File: config.mk
export PLATFORM = sky130hd
export DESIGN_NAME = pfu_ctrl
export DESIGN_NICKNAME = d
export VERILOG_FILES = /design/src/hdl/pfu_pkg.sv /design/src/hdl/pfu_ctrl.sv
export SDC_FILE = /design/constraint.sdc
export NUM_CORES = 1
export LEC_CHECK = 0
export BUFFER_PORTS_ARGS = -buffer_cell sky130_fd_sc_hd__buf_2
export CAP_MARGIN = 20
export CORE_MARGIN = 1.5
export CORE_UTILIZATION = 30
export CTS_CLUSTER_SIZE = 14
export DETAILED_ROUTE_END_ITERATION = 8
export PLACE_DENSITY_LB_ADDON = 0.1
export RECOVER_POWER = 100
export SYNTH_ARGS = -nofsm -noshare
export SYNTH_HDL_FRONTEND = slang
export SYNTH_SLANG_ARGS = --single-unit
File: constraint.sdc
create_clock -name i_clk -period 3.8 [get_ports i_clk]
set_input_delay 0.76 -clock i_clk [delete_from_list [all_inputs] [get_ports i_clk]]
set_output_delay 0.76 -clock i_clk [all_outputs]
set_load 0.03 [all_outputs]
File: src/hdl/pfu_pkg.sv
package pfu_pkg;

    localparam int MAX_TARGETS_DEF = 32;

    localparam int CFG_IDX_W  = 3;
    localparam int CFG_DATA_W = 31;

    localparam logic        PUSH_EN_RST   = 1'b0;
    localparam logic [30:0] GMUL_RST      = 31'd65536;
    localparam logic [30:0] DEADZONE_RST  = 31'd0;
    localparam logic        MASS_ON_RST   = 1'b0;
    localparam logic [30:0] RAD2_RST      = 31'd147456;
    localparam logic [15:0] STALE_RST     = 16'd250;

    localparam logic [30:0] MREF_MIN      = 31'd655;
    localparam logic [30:0] MREF_DEFAULT  = 31'd26214;
    localparam logic [16:0] SCALE_LO      = 17'd3277;
    localparam logic [16:0] SCALE_HI      = 17'd98304;
    localparam logic [16:0] SCALE_ONE     = 17'd65536;

    // numerators are left aligned in 64 bits; steps = significant bits
    localparam logic [6:0]  STEPS_SCALE   = 7'd49;
    localparam logic [6:0]  STEPS_CLAMP   = 7'd63;
    localparam logic [6:0]  STEPS_COMP    = 7'd62;
    localparam logic [6:0]  STEPS_SQRT    = 7'd32;
    localparam logic [63:0] SCALE_NUM     = 64'h8000_0000_0000_0000;

    typedef enum logic [2:0] {
        OPC_POS    = 3'd0,
        OPC_DISP   = 3'd1,
        OPC_TUNE   = 3'd2,
        OPC_COMMIT = 3'd3,
        OPC_QUERY  = 3'd4
    } t_opcode;

    typedef enum logic [2:0] {
        CFG_PUSH_EN = 3'd0,
        CFG_GMUL    = 3'd1,
        CFG_DZ      = 3'd2,
        CFG_MASS_ON = 3'd3,
        CFG_RAD2    = 3'd4,
        CFG_STALE   = 3'd5
    } t_cfg_idx;

    typedef struct packed {
        logic [2:0]         opcode;
        logic [5:0]         slot;
        logic signed [31:0] vec_x;
        logic signed [31:0] vec_y;
        logic signed [31:0] vec_z;
        logic [30:0]        scalar_a;
        logic [30:0]        scalar_b;
        logic [30:0]        scalar_c;
        logic               body_dynamic;
        logic [31:0]        now_ms;
    } t_req_item;

    typedef struct packed {
        logic signed [31:0] force_x;
        logic signed [31:0] force_y;
        logic signed [31:0] force_z;
        logic               force_applied;
        logic [4:0]         matched_target;
        logic [63:0]        applied_total;
    } t_rsp_item;

    typedef enum logic [1:0] {
        ITER_DIV,
        ITER_SQRT
    } t_iter_mode;

    typedef enum logic [4:0] {
        OP_NOP,
        OP_TAKE,
        OP_READ,
        OP_SQ,
        OP_NEXT,
        OP_MUL1,
        OP_MUL2,
        OP_MUL3,
        OP_SCALE,
        OP_ELO,
        OP_EHI,
        OP_ESUM,
        OP_LEN,
        OP_LCHK,
        OP_CLAMP,
        OP_COMP,
        OP_CMUL,
        OP_CSAT,
        OP_HIT
    } t_dp_op;

    typedef struct packed {
        t_dp_op op;
    } t_dp_cmd;

    typedef struct packed {
        logic is_query;
        logic drop;
        logic dynamic;
        logic far;
        logic small_disp;
        logic t_last;
        logic sq_last;
        logic mass_scale;
        logic len_zero;
        logic clamp;
        logic k_last;
        logic iter_done;
    } t_dp_status;

    typedef enum logic [4:0] {
        S_IDLE,
        S_READ,
        S_SQ,
        S_TEST,
        S_MUL1,
        S_MUL2,
        S_MUL3,
        S_SDIV,
        S_ELO,
        S_EHI,
        S_ESUM,
        S_SQRT,
        S_LCHK,
        S_CDIV,
        S_COMP,
        S_QDIV,
        S_CMUL,
        S_CSAT,
        S_HIT,
        S_OUT
    } t_ctrl_state;

endpackage

File: src/hdl/pfu_ctrl.sv
module pfu_ctrl (
    input  logic                 i_clk,
    input  logic                 i_rst_n,
    input  logic                 i_in_valid,
    output logic                 o_in_ready,
    output logic                 o_out_valid,
    input  logic                 i_out_ready,
    input  pfu_pkg::t_dp_status  i_status,
    output pfu_pkg::t_dp_cmd     o_cmd
);
    import pfu_pkg::*;

    t_ctrl_state r_state;
    t_ctrl_state n_state;

    always_ff @(posedge i_clk) begin
        if (!i_rst_n) begin
            r_state <= S_IDLE;
        end else begin
            r_state <= n_state;
        end
    end

    always_comb begin
        n_state     = r_state;
        o_cmd.op    = OP_NOP;
        o_in_ready  = 1'b0;
        o_out_valid = 1'b0;
        case (r_state)
            S_IDLE: begin
                // no beat is taken while reset is held
                o_in_ready = i_rst_n;
                if (i_in_valid && i_rst_n) begin
                    o_cmd.op = OP_TAKE;
                    if (i_status.is_query && !i_status.drop)
                        n_state = i_status.dynamic ? S_READ : S_OUT;
                end
            end
            S_READ: begin
                o_cmd.op = OP_READ;
                n_state  = S_SQ;
            end
            S_SQ: begin
                o_cmd.op = OP_SQ;
                if (i_status.sq_last)
                    n_state = S_TEST;
            end
            S_TEST: begin
                if (i_status.far || i_status.small_disp) begin
                    if (i_status.t_last) begin
                        n_state = S_OUT;
                    end else begin
                        o_cmd.op = OP_NEXT;
                        n_state  = S_READ;
                    end
                end else begin
                    n_state = S_MUL1;
                end
            end
            S_MUL1: begin
                o_cmd.op = OP_MUL1;
                n_state  = S_MUL2;
            end
            S_MUL2: begin
                o_cmd.op = OP_MUL2;
                n_state  = S_MUL3;
            end
            S_MUL3: begin
                o_cmd.op = OP_MUL3;
                n_state  = i_status.mass_scale ? S_SDIV : S_ELO;
            end
            S_SDIV: begin
                if (i_status.iter_done) begin
                    o_cmd.op = OP_SCALE;
                    n_state  = S_ELO;
                end
            end
            S_ELO: begin
                o_cmd.op = OP_ELO;
                n_state  = S_EHI;
            end
            S_EHI: begin
                o_cmd.op = OP_EHI;
                n_state  = S_ESUM;
            end
            S_ESUM: begin
                o_cmd.op = OP_ESUM;
                n_state  = S_SQRT;
            end
            S_SQRT: begin
                if (i_status.iter_done) begin
                    o_cmd.op = OP_LEN;
                    n_state  = S_LCHK;
                end
            end
            S_LCHK: begin
                o_cmd.op = OP_LCHK;
                n_state  = i_status.len_zero ? S_COMP : S_CDIV;
            end
            S_CDIV: begin
                if (i_status.iter_done) begin
                    o_cmd.op = OP_CLAMP;
                    n_state  = S_COMP;
                end
            end
            S_COMP: begin
                o_cmd.op = OP_COMP;
                n_state  = i_status.clamp ? S_QDIV : S_CMUL;
            end
            S_QDIV: begin
                if (i_status.iter_done)
                    n_state = S_CMUL;
            end
            S_CMUL: begin
                o_cmd.op = OP_CMUL;
                n_state  = S_CSAT;
            end
            S_CSAT: begin
                o_cmd.op = OP_CSAT;
                n_state  = i_status.k_last ? S_HIT : S_COMP;
            end
            S_HIT: begin
                o_cmd.op = OP_HIT;
                n_state  = S_OUT;
            end
            S_OUT: begin
                o_out_valid = 1'b1;
                if (i_out_ready)
                    n_state = S_IDLE;
            end
            default: n_state = S_IDLE;
        endcase
    end

    a_one_in_flight: assert property (@(posedge i_clk) disable iff (!i_rst_n)
        o_in_ready |-> !o_out_valid)
        else $error("input taken while a result is pending");

    a_done_waited: assert property (@(posedge i_clk) disable iff (!i_rst_n)
        i_status.iter_done |-> (r_state == S_SDIV || r_state == S_SQRT ||
                                r_state == S_CDIV || r_state == S_QDIV))
        else $error("iterative result arrived outside a wait state");

    a_hit_then_out: assert property (@(posedge i_clk) disable iff (!i_rst_n)
        (r_state == S_HIT) |=> (r_state == S_OUT))
        else $error("hit not followed by result");

endmodule

---- After elaboration in Yosys (flattened, before gate mapping) ----
Index checks and enable logic that the tools add are counted.
W data, S select, Z words.
storage, ports and cells
  output and inout port bits .............. 7
  bits of input ports ..................... 16
  word-level logic and storage cells ...... 59
  flip-flop bits (word level) ............. 5
operators by class
  multiplexer cells ....................... 25
  reduce and logical (&&, ||, !) cells .... 6
  equal/unequal tests ..................... 27
operators by type and width
  operator              number
  $pmux W5 S20          1
  $pmux W5 S18          1
  $mux W5               13
  $eq A5 B4 Y1 const B  8
  $eq A5 B3 Y1 const B  4
  $eq A5 B5 Y1 const B  4
  $mux W4               4
  $ne A2 B2 Y1 const B  8
  $eq A5 B2 Y1 const B  2
  $reduce_and A8 Y1     1
  $mux W3               2
  $eq A5 B1 Y1 const B  1
  $logic_not A5 Y1      1
  $mux W1               3
  $logic_and A1 B1 Y1   2
  $mux W2               1
  $logic_not A1 Y1      1
  $logic_or A1 B1 Y1    1

---- Depth between registers and ports, before layout ----
Gate-level depths: netlist of run 1.
  depth after elaboration ................. 5
  gate-level depth with buffers ........... 7
  mapped depth without buffers ............ 5

---- Worst setup path after synthesis of run 1 ----
Ideal clock, no wire load.
  kind .................................... input -> output
  from .................................... input i_status[7] in the netlist's numbering
  to ...................................... output o_cmd[2] in the netlist's numbering
  arrival ................................. 1,763 ps
  data required time ...................... 3,040 ps
  path buffers ............................ 0
  stages .................................. 5
  setup slack ............................. 1,277 ps
  path through ............................ nor2_1 nor3_1 a21oi_1 or3_1 a21oi_1
RTL lines
  item         RTL line       text
  from (decl)  pfu_ctrl.sv:8  input pfu_pkg::t_dp_status i_status,
  to (decl)    pfu_ctrl.sv:9  output pfu_pkg::t_dp_cmd o_cmd

==> run metrics, run 1 <==
# H-tree levels 1; Synth cell types 44; max reg flops 5; First-pass DRT Iterations 4; status finished, final reports clean; post-synth top area cell dfxtp_1; Worst setup EP type output pin; cells along the critical path nand2_1 -> or3_1 -> a21oi_1 -> clkbuf_1; Synth area leaders dfxtp_1 13%, a21oi_1 8.5%, buf_6 5.9%; number of max-cap violations 0; Iteration-0 DRC Markers 16; largest registers r_state: 5 flops; ANT cells 0; Post-synth top flop dfxtp_1; CP delay by family, top flip-flops; length of routed met2 wiring between 1000 and 1500 um; initial core utilization 0.312; GR Util All Layers 0.167; detailed-route vias per instance about 5.7; Clk Latency, worst-skew pair around 250 ps; share of cells above drive strength 1 0.198; Worst path slowest cell dfxtp_1; Top reg by flops r_state; CTS tree built; #FFs+latches synth 5; register area share after synthesis 0.131; HPWL Detailed 1640 um; worst vdd ir around 0.33 mV; Placed Cells about 150; critical path class reg -> out; Residual DRC 0; final non-filler cell total between 150 and 200; TritonCTS Buffers 3; wire per inst approximately 15 um; wl on met1 1150 um; Hold Path Class reg -> reg; slew margin rel. 0.499; syn_nets around 130; nets around 140; synth-to-layout area growth 10.6%; Critical path buffers and inverters 1; Req. time, crit path 3040 ps; initial antenna violation count 0; Final ANT Viol Nets 0; # rows 18; Design Power about 470 uW; top-area cell type share of the netlist area 0.131; Clock Path Buffers 2; total core area ~2500 um2; vias in the first global route 744; Ports 23; die area between 2000 and 3000 um2; Final min period roughly 2900 ps; Final setup viols 0; Post-CTS Resized 0; worst slew pin tran 747 ps; FMAX about 0.34 GHz; PwrDens around 550 nW/um2; first-pass GRT wire length between 3000 and 4000 um; Post-Syn Area 766 um2; Worst path max stage delay 750 ps; synth warn 0; Final GP Congestion around 0.77; Post-synth EDFFs 0; Pleak 0.000337 uW; Final Hold Fails 0; Remaining Overflow, GRT 0; largest net degree at the start of global routing 24; Detail Route met3 WL around 97 um; setup TNS 0 ps; post-synthesis cell count roughly 110; Mapped Avg Cell Area 7.03 um2; Startpoint Class flip-flop; Die Height about 54 um; Post-CTS Hold Buffers 0; Arr. time, crit path 2180 ps; Slew Limit Fails 0; RSZ-0062 raised after global routing false; IO buf count 22; Clock transition at path regs 50 ps; Clock Tree Root clkbuf_4; CP max FO 22; post-CTS setup buffers 0; Period Utilization, post-route 0.773; clock net sink count 5; Async S/R FF share, synth 0; die width 53.5 um; DR vias roughly 900; highest routing layer actually used met3; Final Skew 7.28 ps; drt total wl between 2000 and 2500 um
per-stage QoR:
| stage | setup WS [ps] | instance area, um2 | util | hold WS (ps) |
|---|---|---|---|---|
| 4_1_cts | 952 | 861 | 0.351 | 827 |
| 5_1_grt | 715 | 847 | 0.345 | 865 |
| 6_report | 861 | 847 | 0.345 | 821 |
| 3_3_place_gp | 1260 | 833 | 0.339 | 809 |
| 2_1_floorplan | 1280 | 766 | - | 744 |
| 3_5_place_dp | 1220 | 833 | 0.339 | 814 |
power breakdown:
part,switching (uW),internal [uW]
clock,24.6,38.2
sequential,40.7,64.2
combinational,186,116
total,251,219
layer usage:
layer,track usage,up-vias
met5,0,-
met1,0.236,416
li1,-,449
met4,0,0
met3,0.0339,0
met2,0.276,25
area by class of cell:
cell class              count  area (um2)
repair buffers             23         109
multi-input cells          89         554
clock buffers               3        22.5
clock inverters             1        5.00
well taps                  30        37.5
flip-flops and latches      5         100
fillers                   279        1610
inverters                   5        18.8
logic make-up (layout without fill, tap and decap cells):
kind of cell | after synthesis | count (layout) | share of synthesized area
flip-flops | 5 | 5 | 0.131
buffers and inverters | 15 | 32 | 0.139
AND/OR/NAND/NOR | 45 | 45 | 0.333
AO/OA/AOI/OAI | 44 | 44 | 0.397
cell usage in the layout (no fill, tap or decap), drive strengths merged, types with 4 or more instances in the layout:
cell	instances
or3	4
dfxtp	5
inv	5
o21ai	8
nand2b	4
and2	4
a21oi	13
nor2	7
buf	16
clkbuf	10
nand2	9
nor3	4
worst reg2reg max path, delay by kind of cell (launching register included):
kind	cells	cell delay, ps
compound gates	3	1230
simple gates	2	330
flops	1	770
final timing paths:
kind | from | to | slack [ps] | depth (start not counted)
max | r_state[1] | o_cmd[3] | 860 | 4
max reg2reg | r_state[2] | r_state[2] | 1410 | 5
min reg2reg | r_state[0] | r_state[0] | 820 | 3
min | r_state[0] | r_state[0] | 820 | 3
cells in the mapped netlist, drive strengths merged (3+ instances only):
cell and count:
nor4 3, nand2 9, a32o 3, nor2 7, nor3 4, buf 8, dfxtp 5, nand2b 4
or3 4, and2 4, a211o 3, a21oi 13, inv 5, o21ai 8
(Power assumes the default switching activity.)
==> run 2: changes to the inputs <==
- clock period: 3.8 -> 2.6 ns (I/O delays scaled with it)
==> run metrics, run 2 (synthesis results as in run 1) <==
Die Height roughly 54 um; slew margin rel. 0.551; Worst path slowest cell dfxtp_1; final worst slack ~170 ps; Hold Slack around 600 ps; drt total wl between 2000 and 2500 um; TritonCTS Buffers 3; length of routed met2 wiring 1100 um; number of cells on the critical path 4; initial core utilization 0.312; number of max-cap violations 0; die width approximately 54 um; CP delay by family, top flip-flops; worst vdd ir 0.280 mV; Iteration-0 DRC Markers 24; RSZ-0062 raised after global routing false; die area 2860 um2; Final Hold Fails 0; Final ANT Viol Nets 0; wire per inst approximately 15 um; detailed-route vias per instance 5.77; largest net degree at the start of global routing 18; DR vias a little over 900; Clk Latency, worst-skew pair 250 ps; vias in the first global route 803; Worst setup EP type output pin; Clock transition at path regs approximately 50 ps; CTS tree built; most frequent cells in the layout 16 x buf_2, 13 x a21oi_1, 9 x nand2_1; Residual DRC 0; Hold Path Class in -> reg; Final min period around 2400 ps; worst slew pin tran ~670 ps; ANT cells 0; post-route cell area roughly 870 um2; max reg flops 5; worst hold stages 2; Post-CTS Resized 0; Post-CTS Hold Buffers 0; highest routing layer actually used met4; synth-to-layout area growth 13.9%; Worst path max stage delay ~600 ps; IO buf count 22; Final setup viols 0; Arr. time, crit path 1910 ps; Final Skew about 6.7 ps; Startpoint Class flip-flop; # H-tree levels 1; nets 146; Reg2Reg Setup Slack between 300 and 400 ps; wl on met1 approximately 1100 um; setup TNS 0 ps; worst slack, placed between 500 and 600 ps; Clock Path Buffers 2; Detail Route met3 WL about 140 um; Ports 23; first-pass GRT wire length 3750 um; Req. time, crit path 2080 ps; total core area roughly 2500 um2; Clock Tree Root clkbuf_4; cells along the critical path or2b_2 -> o22a_1 -> o22ai_1 -> clkbuf_1; Final GP Congestion a little over 0.8; largest registers r_state: 5 flops; # rows 18; Register-to-Register Path Depth 5; share of cells above drive strength 1 0.240; GR Util All Layers 0.178; area of placed instances between 800 and 900 um2; most common cell after layout, fill and taps aside buf_2; initial antenna violation count 0; clock net sink count 5; PwrDens about 800 nW/um2; Pleak between 0.0003 and 0.0004 uW; FMAX around 0.4 GHz; Slew Limit Fails 0; HPWL Detailed between 1500 and 2000 um; Period Utilization, post-route 0.935; First-pass DRT Iterations 4; Critical path buffers and inverters 1; critical path class reg -> out; post-CTS setup buffers 0; Remaining Overflow, GRT 0; status finished, final reports clean; CP max FO 16; Top reg by flops r_state
-- run 2: changes by cell type in the layout (fill, tap and decap cells not counted) --
cell,before,now
buf_2,15,16
buf_4,1,4
clkbuf_1,7,3
clkbuf_2,0,4
clkinv_2,1,0
or3b_1,0,1
or3b_4,1,0
-- run 2: metrics by stage --
step,utilization,total power [uW],instances
floorplan,-,533,109
global placement,0.349,621,155
detailed placement,0.349,615,155
CTS,0.359,714,159
global route,0.355,756,159
finish,0.355,700,159
-- run 2: report_power, final --
group / internal [uW] / switching (uW)
Combinational: 183 / 295
Clock: 58.3 / 36.5
Sequential: 94.0 / 33.9
Total: 335 / 365
-- run 2: metal layers --
metal	vias up	global-route usage
li1	454	-
met1	426	0.237
met2	36	0.294
met3	2	0.0169
met4	0	0.0641
met5	-	0
-- run 2: path summary, 6_finish.rpt --
path	startpoint	endpoint
max	r_state[1]	o_cmd[1]
min	i_rst_n	r_state[3]
max reg2reg	r_state[3]	r_state[0]
min reg2reg	r_state[0]	r_state[4]
-- run 2: area by class of cell --
| class | instances | area [um2] |
|---|---|---|
| fill | 292 | 1580 |
| inverter | 5 | 18.8 |
| timing repair buffer | 26 | 138 |
| sequential | 5 | 100 |
| multi-input combinational | 89 | 552 |
| clock buffer | 4 | 26.3 |
| tap | 30 | 37.5 |
==> run 3: changes to the inputs <==
- CORE_ASPECT_RATIO: default -> 0.6
- CORE_MARGIN: 1.5 -> 5
- GPL_TIMING_DRIVEN: default -> 0
==> run metrics, run 3 (synthesis results as in run 1) <==
status finished, final reports clean; synth-to-layout area growth 24.0%; total core area between 2000 and 2500 um2; Clk Latency, worst-skew pair 220 ps; Clock transition at path regs 40 ps; reg-to-reg startpoint r_state[3]; PwrDens ~840 nW/um2; GR Util All Layers 0.144; Iteration-0 DRC Markers 67; detailed-route vias per instance approximately 5.5; Die Height slightly below 50 um; Ports 23; die width 75.2 um; TritonCTS Buffers 3; Residual DRC 0; Remaining Overflow, GRT 0; worst slew pin tran 664 ps; Clock Tree Root clkbuf_8; Startpoint Class flip-flop; slew margin rel. 0.555; Post-CTS Resized 0; HPWL Detailed 1970 um; Hold Path Class in -> reg; die area 3700 um2; Reg2Reg Setup Slack 680 ps; clock net sink count 5; Final GP Congestion 0.826; first-pass GRT wire length 4250 um; Worst Hold Launch i_out_ready; CP max FO 10; Clock Power Share 0.181; Internal about 410 uW; most frequent cells in the layout 17 x buf_2, 13 x a21oi_1, 9 x nand2_1; Req. time, crit path roughly 2100 ps; worst vdd ir ~0.25 mV; CTS tree built; cells along the critical path clkbuf_1 -> buf_4 -> nand2_1 -> or3_1 -> a21oi_1 -> buf_2; RSZ-0062 raised after global routing false; # rows 14; Clock Path Buffers 2; ANT cells 0; DR vias between 900 and 1000; Final setup viols 0; Final Skew approximately 2.5 ps; largest net degree at the start of global routing 11; final non-filler cell total 167; Worst path slowest cell dfxtp_1; FF-to-FF End r_state[1]; Worst setup EP type output pin; nets ~150; Placed Cells roughly 160; setup TNS 0 ps; initial antenna violation count 0; Final Hold Fails 0; IO buf count 22; Post-CTS Hold Buffers 0; Comb pwr share 0.689; number of max-cap violations 0; Register-to-Register Path Depth 5; sw frac 0.481; Slew Limit Fails 0; Critical path buffers and inverters 3; Pleak 0.000397 uW; final core utilization 0.384; wire per inst between 10 and 15 um; critical path class reg -> out; Top reg by flops r_state; First-pass DRT Iterations 4; Final ANT Viol Nets 0; drt total wl 2490 um; largest registers r_state: 5 flops; Arr. time, crit path between 1500 and 2000 ps; initial core utilization 0.310; worst slack, placed 517 ps; Period Utilization, post-route 0.927; Fillers around 280; vias in the first global route just over 900; share of cells above drive strength 1 0.252; crit path from r_state[2]; CP delay by family, top buffers and inverters; number of cells on the critical path 6; max reg flops 5; final worst slack 190 ps; power share of the sequential group 0.130; sw power a little under 400 uW; post-CTS setup buffers 0; Final min period 2410 ps; Critical Path Sink o_cmd[3]; Worst path max stage delay about 380 ps; FMAX 0.415 GHz; # H-tree levels 1; most common cell after layout, fill and taps aside buf_2
run 3: worst min-delay path by stage:
stage	slack, ps	cells past startpoint	end
2_1_floorplan	740	3	r_state[3]
3_3_place_gp	860	4	r_state[0]
3_5_place_dp	850	3	r_state[3]
4_1_cts	690	3	r_state[4]
5_1_grt	710	3	r_state[4]
6_report	690	3	r_state[4]
run 3: per-stage QoR:
step	hold WS (ps)	total power, uW	cell area [um2]
after floorplan	744	533	766
after global placement	858	670	916
after detailed placement	847	664	916
after CTS	693	813	962
after global routing	714	864	950
final	694	799	950
run 3: worst register-to-register path, delay by kind of cell (launching register included):
kind	cells	cell delay, ps
simple gates	2	290
flops	1	430
compound gates	3	1130
run 3: power groups by stage:
stage / clock network (uW) / registers [uW] / logic (uW)
after global routing: 159 / 107 / 598
after global placement: 0 / 105 / 565
after floorplan: 0 / 103 / 431
final: 145 / 104 / 550
after detailed placement: 0 / 105 / 559
after CTS: 147 / 104 / 563
run 3: routing by layer:
layer,vias to the layer above,global-route usage,part of all wire,wire length (um)
li1,461,-,-,-
met1,419,0.215,0.50,1230
met2,43,0.205,0.39,967
met4,0,0.0291,0.0092,23
met5,-,0,0,0
met3,2,0.0370,0.11,263
run 3: final cells by class:
class                      count  area (um2)  share of cell area
buffer                        10        86.3              0.0909
timing repair buffer          22         104               0.109
clock inverter                 1        5.00             0.00527
tap                           32        40.0              0.0422
multi-input combinational     89         554               0.584
sequential                     5         100               0.105
clock buffer                   3        41.3              0.0435
inverter                       5        18.8              0.0198
